[src/rtl/cap_pkg.sv]
// Shared types and constants for the cascaded attitude controller.
`timescale 1ns / 1ps
`default_nettype none
package cap_pkg;

    localparam int NLOOPS  = 5;
    localparam int GAIN_W  = 48;
    localparam int LIMIT_W = 15;

    // loop numbering: angle loops first, then the three rate loops
    typedef logic [2:0] t_loop;
    localparam t_loop LP_ANG_PITCH  = 3'd0;
    localparam t_loop LP_ANG_ROLL   = 3'd1;
    localparam t_loop LP_RATE_PITCH = 3'd2;
    localparam t_loop LP_RATE_ROLL  = 3'd3;
    localparam t_loop LP_RATE_YAW   = 3'd4;

    typedef enum logic [2:0] {
        REG_GAINS_ANGLE_PITCH = 3'd0,
        REG_GAINS_ANGLE_ROLL  = 3'd1,
        REG_GAINS_RATE_PITCH  = 3'd2,
        REG_GAINS_RATE_ROLL   = 3'd3,
        REG_GAINS_RATE_YAW    = 3'd4,
        REG_ANGLE_LIMIT       = 3'd5,
        REG_RATE_LIMIT        = 3'd6,
        REG_ACROBATIC         = 3'd7
    } t_reg_idx;

    localparam logic [LIMIT_W-1:0] LIMIT_RESET = 15'h7FFF;

endpackage
`default_nettype wire

[src/rtl/cap_in_if.sv]
// Input channel: one control tick request with sticks, attitude, rates and period.
`timescale 1ns / 1ps
`default_nettype none
interface cap_in_if;
    logic               valid;
    logic               ready;
    logic signed [10:0] stick_pitch;
    logic signed [10:0] stick_roll;
    logic signed [10:0] stick_yaw;
    logic signed [15:0] angle_pitch;
    logic signed [15:0] angle_roll;
    logic signed [15:0] rate_pitch;
    logic signed [15:0] rate_roll;
    logic signed [15:0] rate_yaw;
    logic        [15:0] period_us;

    modport source (output valid, stick_pitch, stick_roll, stick_yaw, angle_pitch,
                    angle_roll, rate_pitch, rate_roll, rate_yaw, period_us,
                    input ready);
    modport sink (input valid, stick_pitch, stick_roll, stick_yaw, angle_pitch,
                  angle_roll, rate_pitch, rate_roll, rate_yaw, period_us,
                  output ready);
endinterface
`default_nettype wire

[src/rtl/cap_out_if.sv]
// Output channel: the three drive values of one control tick.
`timescale 1ns / 1ps
`default_nettype none
interface cap_out_if #(
    parameter int DATA_WIDTH = 16
);
    logic                         valid;
    logic                         ready;
    logic signed [DATA_WIDTH-1:0] drive_pitch;
    logic signed [DATA_WIDTH-1:0] drive_roll;
    logic signed [DATA_WIDTH-1:0] drive_yaw;

    modport source (output valid, drive_pitch, drive_roll, drive_yaw, input ready);
    modport sink (input valid, drive_pitch, drive_roll, drive_yaw, output ready);
endinterface
`default_nettype wire

[src/rtl/cascaded_attitude_pid.sv]
// Cascaded angle/rate PID attitude controller with one shared multiplier.
//
// Usage:
//   in_ch carries one control tick request (sticks, angles, gyro rates, period).
//   It is taken when valid and ready are high; ready is high only while idle.
//   out_ch presents drive_pitch/roll/yaw in an output register; the next
//   request is accepted while that result still waits for the receiver.
//   Gains, limits and mode are written over the APB port (8-byte stride,
//   pready always high); the user must do so only while no request is in
//   flight, as the block itself does not enforce this.
// Sequence:
//   Each stick/period division runs in a restoring divider (one quotient
//   bit per cycle): one in stable mode, three in acrobatic. Each PID loop
//   steps through S_ERR, S_MUL_I, S_INT, S_MUL_P, S_MUL_D, S_SUB and S_OUT
//   on the shared 17x17 multiplier and adder: five loops in stable mode,
//   three in acrobatic. A new request is taken only once the result of the
//   last one has been moved to the output register.
// Reset:
//   Integrals and last measurements clear to zero, gains to zero, both
//   limits to 32767, stable mode; the output channel goes empty.
// Stall:
//   A held result blocks the end of the next request until it is taken.
`timescale 1ns / 1ps
`default_nettype none
module cascaded_attitude_pid #(
    parameter int DATA_WIDTH = 16
) (
    input  wire         i_clk,
    input  wire         i_rst_n,
    cap_in_if.sink      in_ch,
    cap_out_if.source   out_ch,
    input  wire         psel,
    input  wire         penable,
    input  wire         pwrite,
    input  wire  [5:0]  paddr,
    input  wire  [63:0] pwdata,
    output logic [63:0] prdata,
    output logic        pready
);

    localparam int DW = DATA_WIDTH;
    localparam logic signed [39:0] WMAX = 40'sd1 <<< (DW - 1);

    typedef enum logic [3:0] {
        S_IDLE, S_DIV_INIT, S_DIV, S_DIV_END, S_ERR, S_MUL_I, S_INT,
        S_MUL_P, S_MUL_D, S_SUB, S_OUT, S_FIN
    } t_state;

    t_state r_state;

    // configuration
    logic [cap_pkg::GAIN_W-1:0]  r_gains [cap_pkg::NLOOPS];
    logic [cap_pkg::LIMIT_W-1:0] r_angle_limit;
    logic [cap_pkg::LIMIT_W-1:0] r_rate_limit;
    logic                        r_acro;

    // loop state
    logic signed [15:0] r_integ [cap_pkg::NLOOPS];
    logic signed [15:0] r_last  [cap_pkg::NLOOPS];

    // captured request
    logic signed [10:0] r_stick [3];
    logic signed [15:0] r_meas  [cap_pkg::NLOOPS];
    logic        [15:0] r_div;

    // working registers
    cap_pkg::t_loop     r_idx;
    logic [1:0]         r_k;
    logic [3:0]         r_cnt;
    logic [15:0]        r_rem;
    logic [14:0]        r_quo;
    logic signed [15:0] r_sp [3];
    logic signed [16:0] r_err;
    logic signed [16:0] r_dm;
    logic signed [33:0] r_prod;
    logic signed [34:0] r_acc;
    logic signed [DW-1:0] r_drv [3];
    logic signed [DW-1:0] r_odrv [3];
    logic               r_ovld;

    function automatic logic signed [39:0] clamp40(input logic signed [39:0] v,
                                                   input logic signed [39:0] lo,
                                                   input logic signed [39:0] hi);
        if (v < lo) return lo;
        if (v > hi) return hi;
        return v;
    endfunction

    // ---------------- APB ----------------
    logic w_wr;
    assign pready = 1'b1;
    assign w_wr   = psel && penable && pwrite;

    always_comb begin
        prdata = '0;
        unique case (cap_pkg::t_reg_idx'(paddr[5:3]))
            cap_pkg::REG_GAINS_ANGLE_PITCH: prdata = {16'd0, r_gains[0]};
            cap_pkg::REG_GAINS_ANGLE_ROLL:  prdata = {16'd0, r_gains[1]};
            cap_pkg::REG_GAINS_RATE_PITCH:  prdata = {16'd0, r_gains[2]};
            cap_pkg::REG_GAINS_RATE_ROLL:   prdata = {16'd0, r_gains[3]};
            cap_pkg::REG_GAINS_RATE_YAW:    prdata = {16'd0, r_gains[4]};
            cap_pkg::REG_ANGLE_LIMIT:       prdata = {49'd0, r_angle_limit};
            cap_pkg::REG_RATE_LIMIT:        prdata = {49'd0, r_rate_limit};
            cap_pkg::REG_ACROBATIC:         prdata = {63'd0, r_acro};
        endcase
    end

    // ---------------- datapath selects ----------------
    logic [47:0]        w_gain;
    logic signed [15:0] w_sp;
    logic signed [15:0] w_mv;
    logic signed [39:0] w_lim;
    logic signed [16:0] w_mul_a;
    logic signed [16:0] w_mul_b;
    logic signed [33:0] w_mul;
    logic               w_is_angle;

    assign w_is_angle = (r_idx == cap_pkg::LP_ANG_PITCH) || (r_idx == cap_pkg::LP_ANG_ROLL);
    assign w_gain     = r_gains[r_idx];
    assign w_mv       = r_meas[r_idx];
    assign w_lim      = w_is_angle ? 40'(r_angle_limit) : 40'(r_rate_limit);

    always_comb begin
        unique case (r_idx)
            cap_pkg::LP_ANG_PITCH:  w_sp = {r_stick[0][10], r_stick[0], 4'd0};
            cap_pkg::LP_ANG_ROLL:   w_sp = {r_stick[1][10], r_stick[1], 4'd0};
            cap_pkg::LP_RATE_PITCH: w_sp = r_sp[0];
            cap_pkg::LP_RATE_ROLL:  w_sp = r_sp[1];
            default:                w_sp = r_sp[2];
        endcase
    end

    // shared multiplier: gain (unsigned Q8.8) times error or measurement change
    always_comb begin
        unique case (r_state)
            S_MUL_I: begin
                w_mul_a = {1'b0, w_gain[31:16]};
                w_mul_b = r_err;
            end
            S_MUL_D: begin
                w_mul_a = {1'b0, w_gain[47:32]};
                w_mul_b = r_dm;
            end
            default: begin
                w_mul_a = {1'b0, w_gain[15:0]};
                w_mul_b = r_err;
            end
        endcase
    end
    assign w_mul = w_mul_a * w_mul_b;

    // integral update
    logic signed [39:0] w_int_sum;
    logic signed [39:0] w_int_new;
    assign w_int_sum = 40'(r_integ[r_idx]) + ((40'(r_prod) + 40'sd128) >>> 8);
    assign w_int_new = clamp40(w_int_sum, -w_lim, w_lim);

    // loop output
    logic signed [39:0] w_out_sum;
    logic signed [39:0] w_out_lim;
    logic signed [39:0] w_out;
    assign w_out_sum = ((40'(r_acc) + 40'sd128) >>> 8) + 40'(r_integ[r_idx]);
    assign w_out_lim = clamp40(w_out_sum, -w_lim, w_lim);
    assign w_out     = clamp40(w_out_lim, -WMAX, WMAX - 40'sd1);

    // divider step and result
    logic signed [10:0] w_stk;
    logic [10:0]        w_stk_abs;
    logic [17:0]        w_trial;
    logic signed [39:0] w_q;
    logic signed [39:0] w_qs;
    assign w_stk     = r_stick[r_k];
    assign w_stk_abs = w_stk[10] ? 11'(-w_stk) : w_stk;
    assign w_trial   = {1'b0, r_rem, r_quo[14]} - {2'b00, r_div};
    assign w_q       = w_stk[10] ? -40'(r_quo) : 40'(r_quo);
    assign w_qs      = clamp40(w_q, -WMAX, WMAX - 40'sd1);

    // ---------------- channels ----------------
    assign in_ch.ready        = (r_state == S_IDLE);
    assign out_ch.valid       = r_ovld;
    assign out_ch.drive_pitch = r_odrv[0];
    assign out_ch.drive_roll  = r_odrv[1];
    assign out_ch.drive_yaw   = r_odrv[2];

    always_ff @(posedge i_clk) begin
        if (!i_rst_n) begin
            r_state       <= S_IDLE;
            r_ovld        <= 1'b0;
            r_angle_limit <= cap_pkg::LIMIT_RESET;
            r_rate_limit  <= cap_pkg::LIMIT_RESET;
            r_acro        <= 1'b0;
            for (int i = 0; i < cap_pkg::NLOOPS; i++) begin
                r_gains[i] <= '0;
                r_integ[i] <= '0;
                r_last[i]  <= '0;
            end
        end else begin
            if (w_wr) begin
                unique case (cap_pkg::t_reg_idx'(paddr[5:3]))
                    cap_pkg::REG_GAINS_ANGLE_PITCH: r_gains[0] <= pwdata[47:0];
                    cap_pkg::REG_GAINS_ANGLE_ROLL:  r_gains[1] <= pwdata[47:0];
                    cap_pkg::REG_GAINS_RATE_PITCH:  r_gains[2] <= pwdata[47:0];
                    cap_pkg::REG_GAINS_RATE_ROLL:   r_gains[3] <= pwdata[47:0];
                    cap_pkg::REG_GAINS_RATE_YAW:    r_gains[4] <= pwdata[47:0];
                    cap_pkg::REG_ANGLE_LIMIT:       r_angle_limit <= pwdata[14:0];
                    cap_pkg::REG_RATE_LIMIT:        r_rate_limit <= pwdata[14:0];
                    cap_pkg::REG_ACROBATIC:         r_acro <= pwdata[0];
                endcase
            end

            // S_FIN reloads the output register itself
            if (r_ovld && out_ch.ready && (r_state != S_FIN)) r_ovld <= 1'b0;

            unique case (r_state)
                S_IDLE: begin
                    if (in_ch.valid) begin
                        r_stick[0] <= in_ch.stick_pitch;
                        r_stick[1] <= in_ch.stick_roll;
                        r_stick[2] <= in_ch.stick_yaw;
                        r_meas[0]  <= in_ch.angle_pitch;
                        r_meas[1]  <= in_ch.angle_roll;
                        r_meas[2]  <= in_ch.rate_pitch;
                        r_meas[3]  <= in_ch.rate_roll;
                        r_meas[4]  <= in_ch.rate_yaw;
                        // zero period counts as one
                        r_div      <= (in_ch.period_us == 16'd0) ? 16'd1 : in_ch.period_us;
                        r_k        <= r_acro ? 2'd0 : 2'd2;
                        r_state    <= S_DIV_INIT;
                    end
                end
                S_DIV_INIT: begin
                    r_rem   <= '0;
                    r_quo   <= {w_stk_abs, 4'd0};
                    r_cnt   <= '0;
                    r_state <= S_DIV;
                end
                S_DIV: begin
                    if (!w_trial[17]) begin
                        r_rem <= w_trial[15:0];
                        r_quo <= {r_quo[13:0], 1'b1};
                    end else begin
                        r_rem <= {r_rem[14:0], r_quo[14]};
                        r_quo <= {r_quo[13:0], 1'b0};
                    end
                    r_cnt <= r_cnt + 4'd1;
                    if (r_cnt == 4'd14) r_state <= S_DIV_END;
                end
                S_DIV_END: begin
                    r_sp[r_k] <= w_qs[15:0];
                    if (r_k == 2'd2) begin
                        r_idx   <= r_acro ? cap_pkg::LP_RATE_PITCH : cap_pkg::LP_ANG_PITCH;
                        r_state <= S_ERR;
                    end else begin
                        r_k     <= r_k + 2'd1;
                        r_state <= S_DIV_INIT;
                    end
                end
                S_ERR: begin
                    r_err   <= 17'(w_sp) - 17'(w_mv);
                    r_dm    <= 17'(w_mv) - 17'(r_last[r_idx]);
                    r_state <= S_MUL_I;
                end
                S_MUL_I: begin
                    r_prod  <= w_mul;
                    r_state <= S_INT;
                end
                S_INT: begin
                    r_integ[r_idx] <= w_int_new[15:0];
                    r_state        <= S_MUL_P;
                end
                S_MUL_P: begin
                    r_prod  <= w_mul;
                    r_state <= S_MUL_D;
                end
                S_MUL_D: begin
                    r_acc   <= 35'(r_prod);
                    r_prod  <= w_mul;
                    r_state <= S_SUB;
                end
                S_SUB: begin
                    r_acc   <= r_acc - 35'(r_prod);
                    r_state <= S_OUT;
                end
                S_OUT: begin
                    r_last[r_idx] <= w_mv;
                    if (w_is_angle) r_sp[r_idx[1:0]] <= w_out[15:0];
                    else r_drv[2'(r_idx - cap_pkg::LP_RATE_PITCH)] <= w_out[DW-1:0];
                    if (r_idx == cap_pkg::LP_RATE_YAW) begin
                        r_state <= S_FIN;
                    end else begin
                        r_idx   <= r_idx + 3'd1;
                        r_state <= S_ERR;
                    end
                end
                S_FIN: begin
                    // hold until the output register is free
                    if (!r_ovld || out_ch.ready) begin
                        r_odrv[0] <= r_drv[0];
                        r_odrv[1] <= r_drv[1];
                        r_odrv[2] <= r_drv[2];
                        r_ovld    <= 1'b1;
                        r_state   <= S_IDLE;
                    end
                end
                default: r_state <= S_IDLE;
            endcase
        end
    end

endmodule
`default_nettype wire

[src/flat_wrapper.sv]
// flat-port wrapper written by rule: the top's interface ports become plain ports
module cascaded_attitude_pid_flat 
#(
    parameter int DATA_WIDTH = 16
)
  (i_clk, i_rst_n, psel, penable, pwrite, paddr, pwdata, prdata, pready, in_ch_valid, in_ch_stick_pitch, in_ch_stick_roll, in_ch_stick_yaw, in_ch_angle_pitch, in_ch_angle_roll, in_ch_rate_pitch, in_ch_rate_roll, in_ch_rate_yaw, in_ch_period_us, in_ch_ready, out_ch_valid, out_ch_drive_pitch, out_ch_drive_roll, out_ch_drive_yaw, out_ch_ready);
  cap_in_if in_ch_i ();
  cap_out_if #(.DATA_WIDTH(DATA_WIDTH)) out_ch_i ();
  input  wire i_clk;
  input  wire i_rst_n;
  input  wire psel;
  input  wire penable;
  input  wire pwrite;
  input  wire  [5:0] paddr;
  input  wire  [63:0] pwdata;
  output logic [63:0] prdata;
  output logic pready;
  input wire logic [$bits(in_ch_i.valid)-1:0] in_ch_valid;
  input wire logic [$bits(in_ch_i.stick_pitch)-1:0] in_ch_stick_pitch;
  input wire logic [$bits(in_ch_i.stick_roll)-1:0] in_ch_stick_roll;
  input wire logic [$bits(in_ch_i.stick_yaw)-1:0] in_ch_stick_yaw;
  input wire logic [$bits(in_ch_i.angle_pitch)-1:0] in_ch_angle_pitch;
  input wire logic [$bits(in_ch_i.angle_roll)-1:0] in_ch_angle_roll;
  input wire logic [$bits(in_ch_i.rate_pitch)-1:0] in_ch_rate_pitch;
  input wire logic [$bits(in_ch_i.rate_roll)-1:0] in_ch_rate_roll;
  input wire logic [$bits(in_ch_i.rate_yaw)-1:0] in_ch_rate_yaw;
  input wire logic [$bits(in_ch_i.period_us)-1:0] in_ch_period_us;
  output wire logic [$bits(in_ch_i.ready)-1:0] in_ch_ready;
  output wire logic [$bits(out_ch_i.valid)-1:0] out_ch_valid;
  output wire logic [$bits(out_ch_i.drive_pitch)-1:0] out_ch_drive_pitch;
  output wire logic [$bits(out_ch_i.drive_roll)-1:0] out_ch_drive_roll;
  output wire logic [$bits(out_ch_i.drive_yaw)-1:0] out_ch_drive_yaw;
  input wire logic [$bits(out_ch_i.ready)-1:0] out_ch_ready;
  assign in_ch_i.valid = in_ch_valid;
  assign in_ch_i.stick_pitch = in_ch_stick_pitch;
  assign in_ch_i.stick_roll = in_ch_stick_roll;
  assign in_ch_i.stick_yaw = in_ch_stick_yaw;
  assign in_ch_i.angle_pitch = in_ch_angle_pitch;
  assign in_ch_i.angle_roll = in_ch_angle_roll;
  assign in_ch_i.rate_pitch = in_ch_rate_pitch;
  assign in_ch_i.rate_roll = in_ch_rate_roll;
  assign in_ch_i.rate_yaw = in_ch_rate_yaw;
  assign in_ch_i.period_us = in_ch_period_us;
  assign in_ch_ready = in_ch_i.ready;
  assign out_ch_valid = out_ch_i.valid;
  assign out_ch_drive_pitch = out_ch_i.drive_pitch;
  assign out_ch_drive_roll = out_ch_i.drive_roll;
  assign out_ch_drive_yaw = out_ch_i.drive_yaw;
  assign out_ch_i.ready = out_ch_ready;
  cascaded_attitude_pid #(.DATA_WIDTH(DATA_WIDTH)) u_core (.i_clk(i_clk), .i_rst_n(i_rst_n), .in_ch(in_ch_i), .out_ch(out_ch_i), .psel(psel), .penable(penable), .pwrite(pwrite), .paddr(paddr), .pwdata(pwdata), .prdata(prdata), .pready(pready));
endmodule
[config.mk]
export PLATFORM = sky130hd
export DESIGN_NAME = cascaded_attitude_pid_flat
export DESIGN_NICKNAME = d
export VERILOG_FILES = /design/src/rtl/cap_pkg.sv /design/src/rtl/cap_in_if.sv /design/src/rtl/cap_out_if.sv /design/src/rtl/cascaded_attitude_pid.sv /design/src/flat_wrapper.sv
export SDC_FILE = /design/constraint.sdc
export NUM_CORES = 2
export LEC_CHECK = 0
export ABC_AREA = 1
export CAP_MARGIN = 40
export CORE_ASPECT_RATIO = 1.75
export CORE_MARGIN = 1
export CORE_UTILIZATION = 40
export DETAILED_ROUTE_END_ITERATION = 16
export DONT_BUFFER_PORTS = 1
export PLACE_DENSITY_LB_ADDON = 0.08
export SETUP_SLACK_MARGIN = 0.4
export SYNTH_ARGS = -nofsm -noshare
export SYNTH_HDL_FRONTEND = slang
export SYNTH_SLANG_ARGS = --single-unit
[constraint.sdc]
create_clock -name i_clk -period 10.2 [get_ports i_clk]
set_clock_uncertainty 0.15 [all_clocks]
set_input_delay 0 -clock i_clk [delete_from_list [all_inputs] [get_ports i_clk]]
set_output_delay 0 -clock i_clk [all_outputs]
set_load 0.1 [all_outputs]
==> flow_metrics.tcl <==
set metrics [dict create \
    synthesis.area_per_instance_um2 9.200 \
    floorplan.die_area_um2 154300 \
    area.growth.synth_to_final_pct 19.83 \
    synth_async_sr_flop_share_pct 0 \
    final_area_um2 73180 \
    setup.worst_path.end "u_core.r_prod[32]$_DFFE_PP_" \
    critical_path_arrival_ns 9.02 \
    cts_max_level 3 \
    synth_edf_count 912 \
    layout-drive-gt1-share_pct 7.481 \
    report.final.hold_viol_count 0 \
    endpoint_kind "flip-flop" \
    die_width_um 297.4 \
    ys_seq_area_share_pct 46.19 \
    leakagePower_nw 31.46 \
    worst_slew_margin_rel_pct 40.37 \
    power.clock.fraction_pct 19.5 \
    residual_drc 0 \
    detailedPlace.worstSlack_ns 1.457 \
    post-route-period-util_pct 85.52 \
    type_of_the_worst_setup_path "flip-flop to flip-flop" \
    final_net_count 7934 \
    finalHoldWorstSlack_ns 0.05495 \
    vdd.ir_drop.worst_v 0.0004292 \
    netlist.area_leader.share_pct 44.84 \
    timing.final.crit_period_ns 8.723 \
    largest_net_degree_at_the_start_of_global_routing 133 \
    worstSetupStartpointType "flip-flop" \
    gpl.final_weighted_congestion 0.9303 \
    post-synth-top-area-cell "edfxtp_1" \
    timing.hold.worst.class "input port to flip-flop" \
    route.antenna.remaining_nets 0 \
    core.rowCount 189 \
    timing.fmax_ghz 0.1146 \
    grt.total_usage_pct 27.26 \
    result_of_the_run "complete, no violations" \
    post-cts-setup-buffers 0 \
    layout_setup_ws_ns 1.477 \
    port_buffer_cells 0 \
    final_core_utilization_pct 48.28 \
    netSwitchingPower_w 0.007889 \
    antenna_found_initial 2 \
    number_of_global_route_vias_before_repair 50710 \
    place.detailed.hpwl_um 157300 \
    io-pin-count 321 \
    setup_total_negative_slack_ns 0 \
    netlist_top_cells_area "edfxtp_1, ha_1, fa_1" \
    drtPass1Iterations 6 \
    cts_tree "built" \
    critical_path.reg2reg.endpoint "u_core.r_prod[32]$_DFFE_PP_" \
    average_wire_per_cell_in_the_routed_design_um 22.98 \
    power_frac_seq_pct 28.0 \
    internal_power_w 0.01049 \
    cts_inserted_buffers 93 \
    clockBufferDepth 3 \
    cts.sink_count 953 \
    vias 49220 \
    worst_slew_pin_slew_ns 0.8852 \
    max_cap_viol_count 0 \
    worst-r2r-cell-count 31 \
    ys_ff_latch 953 \
    power_switching_share_pct 42.92 \
    cp_data_required_time_ns 10.49 \
    power.share.combinational_pct 52.5 \
    power_density_nw_per_um2 251.2 \
    worst_setup_hold_path_clk_slew_ns 0.06 \
    yosys.cell_types.count 62 \
    drt_iter0_markers 3352 \
    chipHeight_um 518.9 \
    clock_latency_ns 0.73 \
    coreArea_um2 151600 \
    ys_dominant_reg_cell "edfxtp_1" \
    timing.critical_path.fanout_max 14 \
    placed_cell_area_um2 65990 \
    synthCells 6638 \
    stage_delay_of_the_slowest_cell_on_the_critical_path_ns 0.58 \
    synthesized_cell_area_um2 61070 \
    starting_density_pct 40.29 \
    totalWireLength_um 211700 \
    via_density_per_instance 5.343 \
    yosys_warnings 0 \
    grt.overflow.total 0 \
    crit-reg2reg-launch "u_core.r_state[3]$_SDFFE_PN0P_" \
    final_setup_vio_count 0 \
    launching_element_of_the_worst_setup_path "u_core.r_state[3]$_SDFFE_PN0P_" \
    grt_first_pass_wirelength_um 311900 \
    total_count_of_max_transition_violations_in_the_final_report 0 \
    clk_root_buffer_cell "clkbuf_16" \
    rsz0062_at_grt "no" \
    regToRegSetupSlack_ns 1.48 \
    critical-path-slowest-cell "clkinv_1" \
]
[layout make-up]
class	instances	area [um^2]
fillers	14190	78400
clock inverters	67	714.4
inverters	999	3767
well taps	2005	2509
repair buffers	654	7237
clock buffers	108	2394
diodes	2	5.005
multi-input cells	4424	28340
flip-flops and latches	953	28220
[worst min-delay path by stage]
stage                    startpoint                              end  slack, ns  depth (start not counted)
6_report               out_ch_ready   u_core.out_ch.valid$_SDFF_PN0_       0.05                          4
4_1_cts                out_ch_ready   u_core.out_ch.valid$_SDFF_PN0_      0.008                          4
2_1_floorplan  in_ch_angle_pitch[0]    u_core.r_meas[0][0]$_DFFE_PP_      -0.05                          0
5_1_grt                  pwdata[42]  u_core.r_gains[4][42]$_DFFE_PP_       0.05                          3
3_5_place_dp   in_ch_angle_roll[15]   u_core.r_meas[1][15]$_DFFE_PP_      -0.05                          0
3_3_place_gp    in_ch_rate_pitch[8]    u_core.r_meas[2][8]$_DFFE_PP_      -0.05                          0
[layer usage]
layer / global-route usage [%] / up-vias / wire length [um]
li1: - / 23360 / -
met1: 27.76 / 23800 / 73440
met2: 50.46 / 1543 / 110300
met3: 2.766 / 523 / 8968
met4: 21.61 / 0 / 18970
met5: 0 / - / 0
[what timing repair did]
action                     in CTS  in global routing
hold endpoints to repair      905                  0
hold buffers                  393                  0
setup endpoints to repair       0                  0
resized for setup               0                  0
[logic make-up after synthesis]
kind of cell | synth area share, %
fa+ha+maj | 15.00
xor+xnor | 2.940
other cells | 0.01230
simple gates | 14.89
mux | 0.01844
buf+inv | 8.023
compound gates | 12.93
flops | 46.19
[stage by stage]
step	instances	power (W)
after floorplan	6653	0.01185
after global placement	8553	0.01468
after detailed placement	8637	0.01480
after CTS	9205	0.01856
after global routing	9212	0.01977
final	9212	0.01838
[cell usage after synthesis (13+ instances only)]
cell       instances
nand3_1          188
xor2_1           151
inv_1            974
o22ai_1           76
o211ai_1          54
nand2_1         1124
dfxtp_1           41
a221oi_1          49
o221ai_1          22
a22oi_1           28
nor4_1            21
clkbuf_1         231
buf_4             18
edfxtp_1         912
fa_1             215
ha_1             388
nand4_1           51
inv_2             13
o21ai_1           18
a31oi_1           29
xnor2_1           54
nor3_1            59
buf_1             18
o21ai_0          577
a21oi_1          412
or2_2             22
nor2_1           707
o21bai_1          18
o2111ai_1         37
[critical path: cells and delay by family (launching register included)]
kind                       cells  cell delay, ns
xor gates and xnor gates       1            0.09
AOI/OAI and AO/OA              8            1.45
and+or+nand+nor                7            1.71
buffers and inverters          8            1.44
adders and majority gates      7            3.27
DFF                            1            0.35
[power groups by stage]
| stage | clock [W] | sequential (W) | combinational [W] |
|---|---|---|---|
| after floorplan | 0 | 0.00520 | 0.00666 |
| after CTS | 0.00365 | 0.00515 | 0.00977 |
| after detailed placement | 0 | 0.00523 | 0.00957 |
| after global routing | 0.00378 | 0.00517 | 0.0108 |
| after global placement | 0 | 0.00523 | 0.00945 |
| final | 0.00358 | 0.00515 | 0.00965 |
[sequential cells by signal, indices dropped and copies added, names as in the netlist, 33 cells and up, named ones only]
register and count:
u_core.r_meas 80, u_core.r_integ 128, u_core.r_last 128, u_core.r_acc 35, u_core.r_odrv 48, u_core.r_stick 33
u_core.r_sp 48, u_core.r_prod 34, u_core.r_drv 48, u_core.r_gains 240
[placed cells by master (no fill, tap or decap), drive strengths merged, types with 4 or more instances in the layout]
cell type / count
nor3b: 7
dfxtp: 41
nand2: 1133
conb: 17
o221ai: 22
nand4: 51
a31oi: 29
o22ai: 76
xnor2: 54
or2: 24
nor3: 62
o21ai: 610
nor4: 22
edfxtp: 912
o211ai: 54
a22oi: 28
clkinvlp: 4
bufinv: 11
clkbuf: 113
o21bai: 18
o2111ai: 37
a211oi: 10
xor2: 151
inv: 995
ha: 388
fa: 215
a221oi: 49
clkinv: 56
o21a: 9
o31ai: 4
nand3: 191
nand3b: 8
a221o: 4
buf: 257
dlygate4sd3: 392
a21oi: 412
a21o: 9
nor2: 712
and2: 6
No activity file was read; power rests on OpenSTA's default activity.
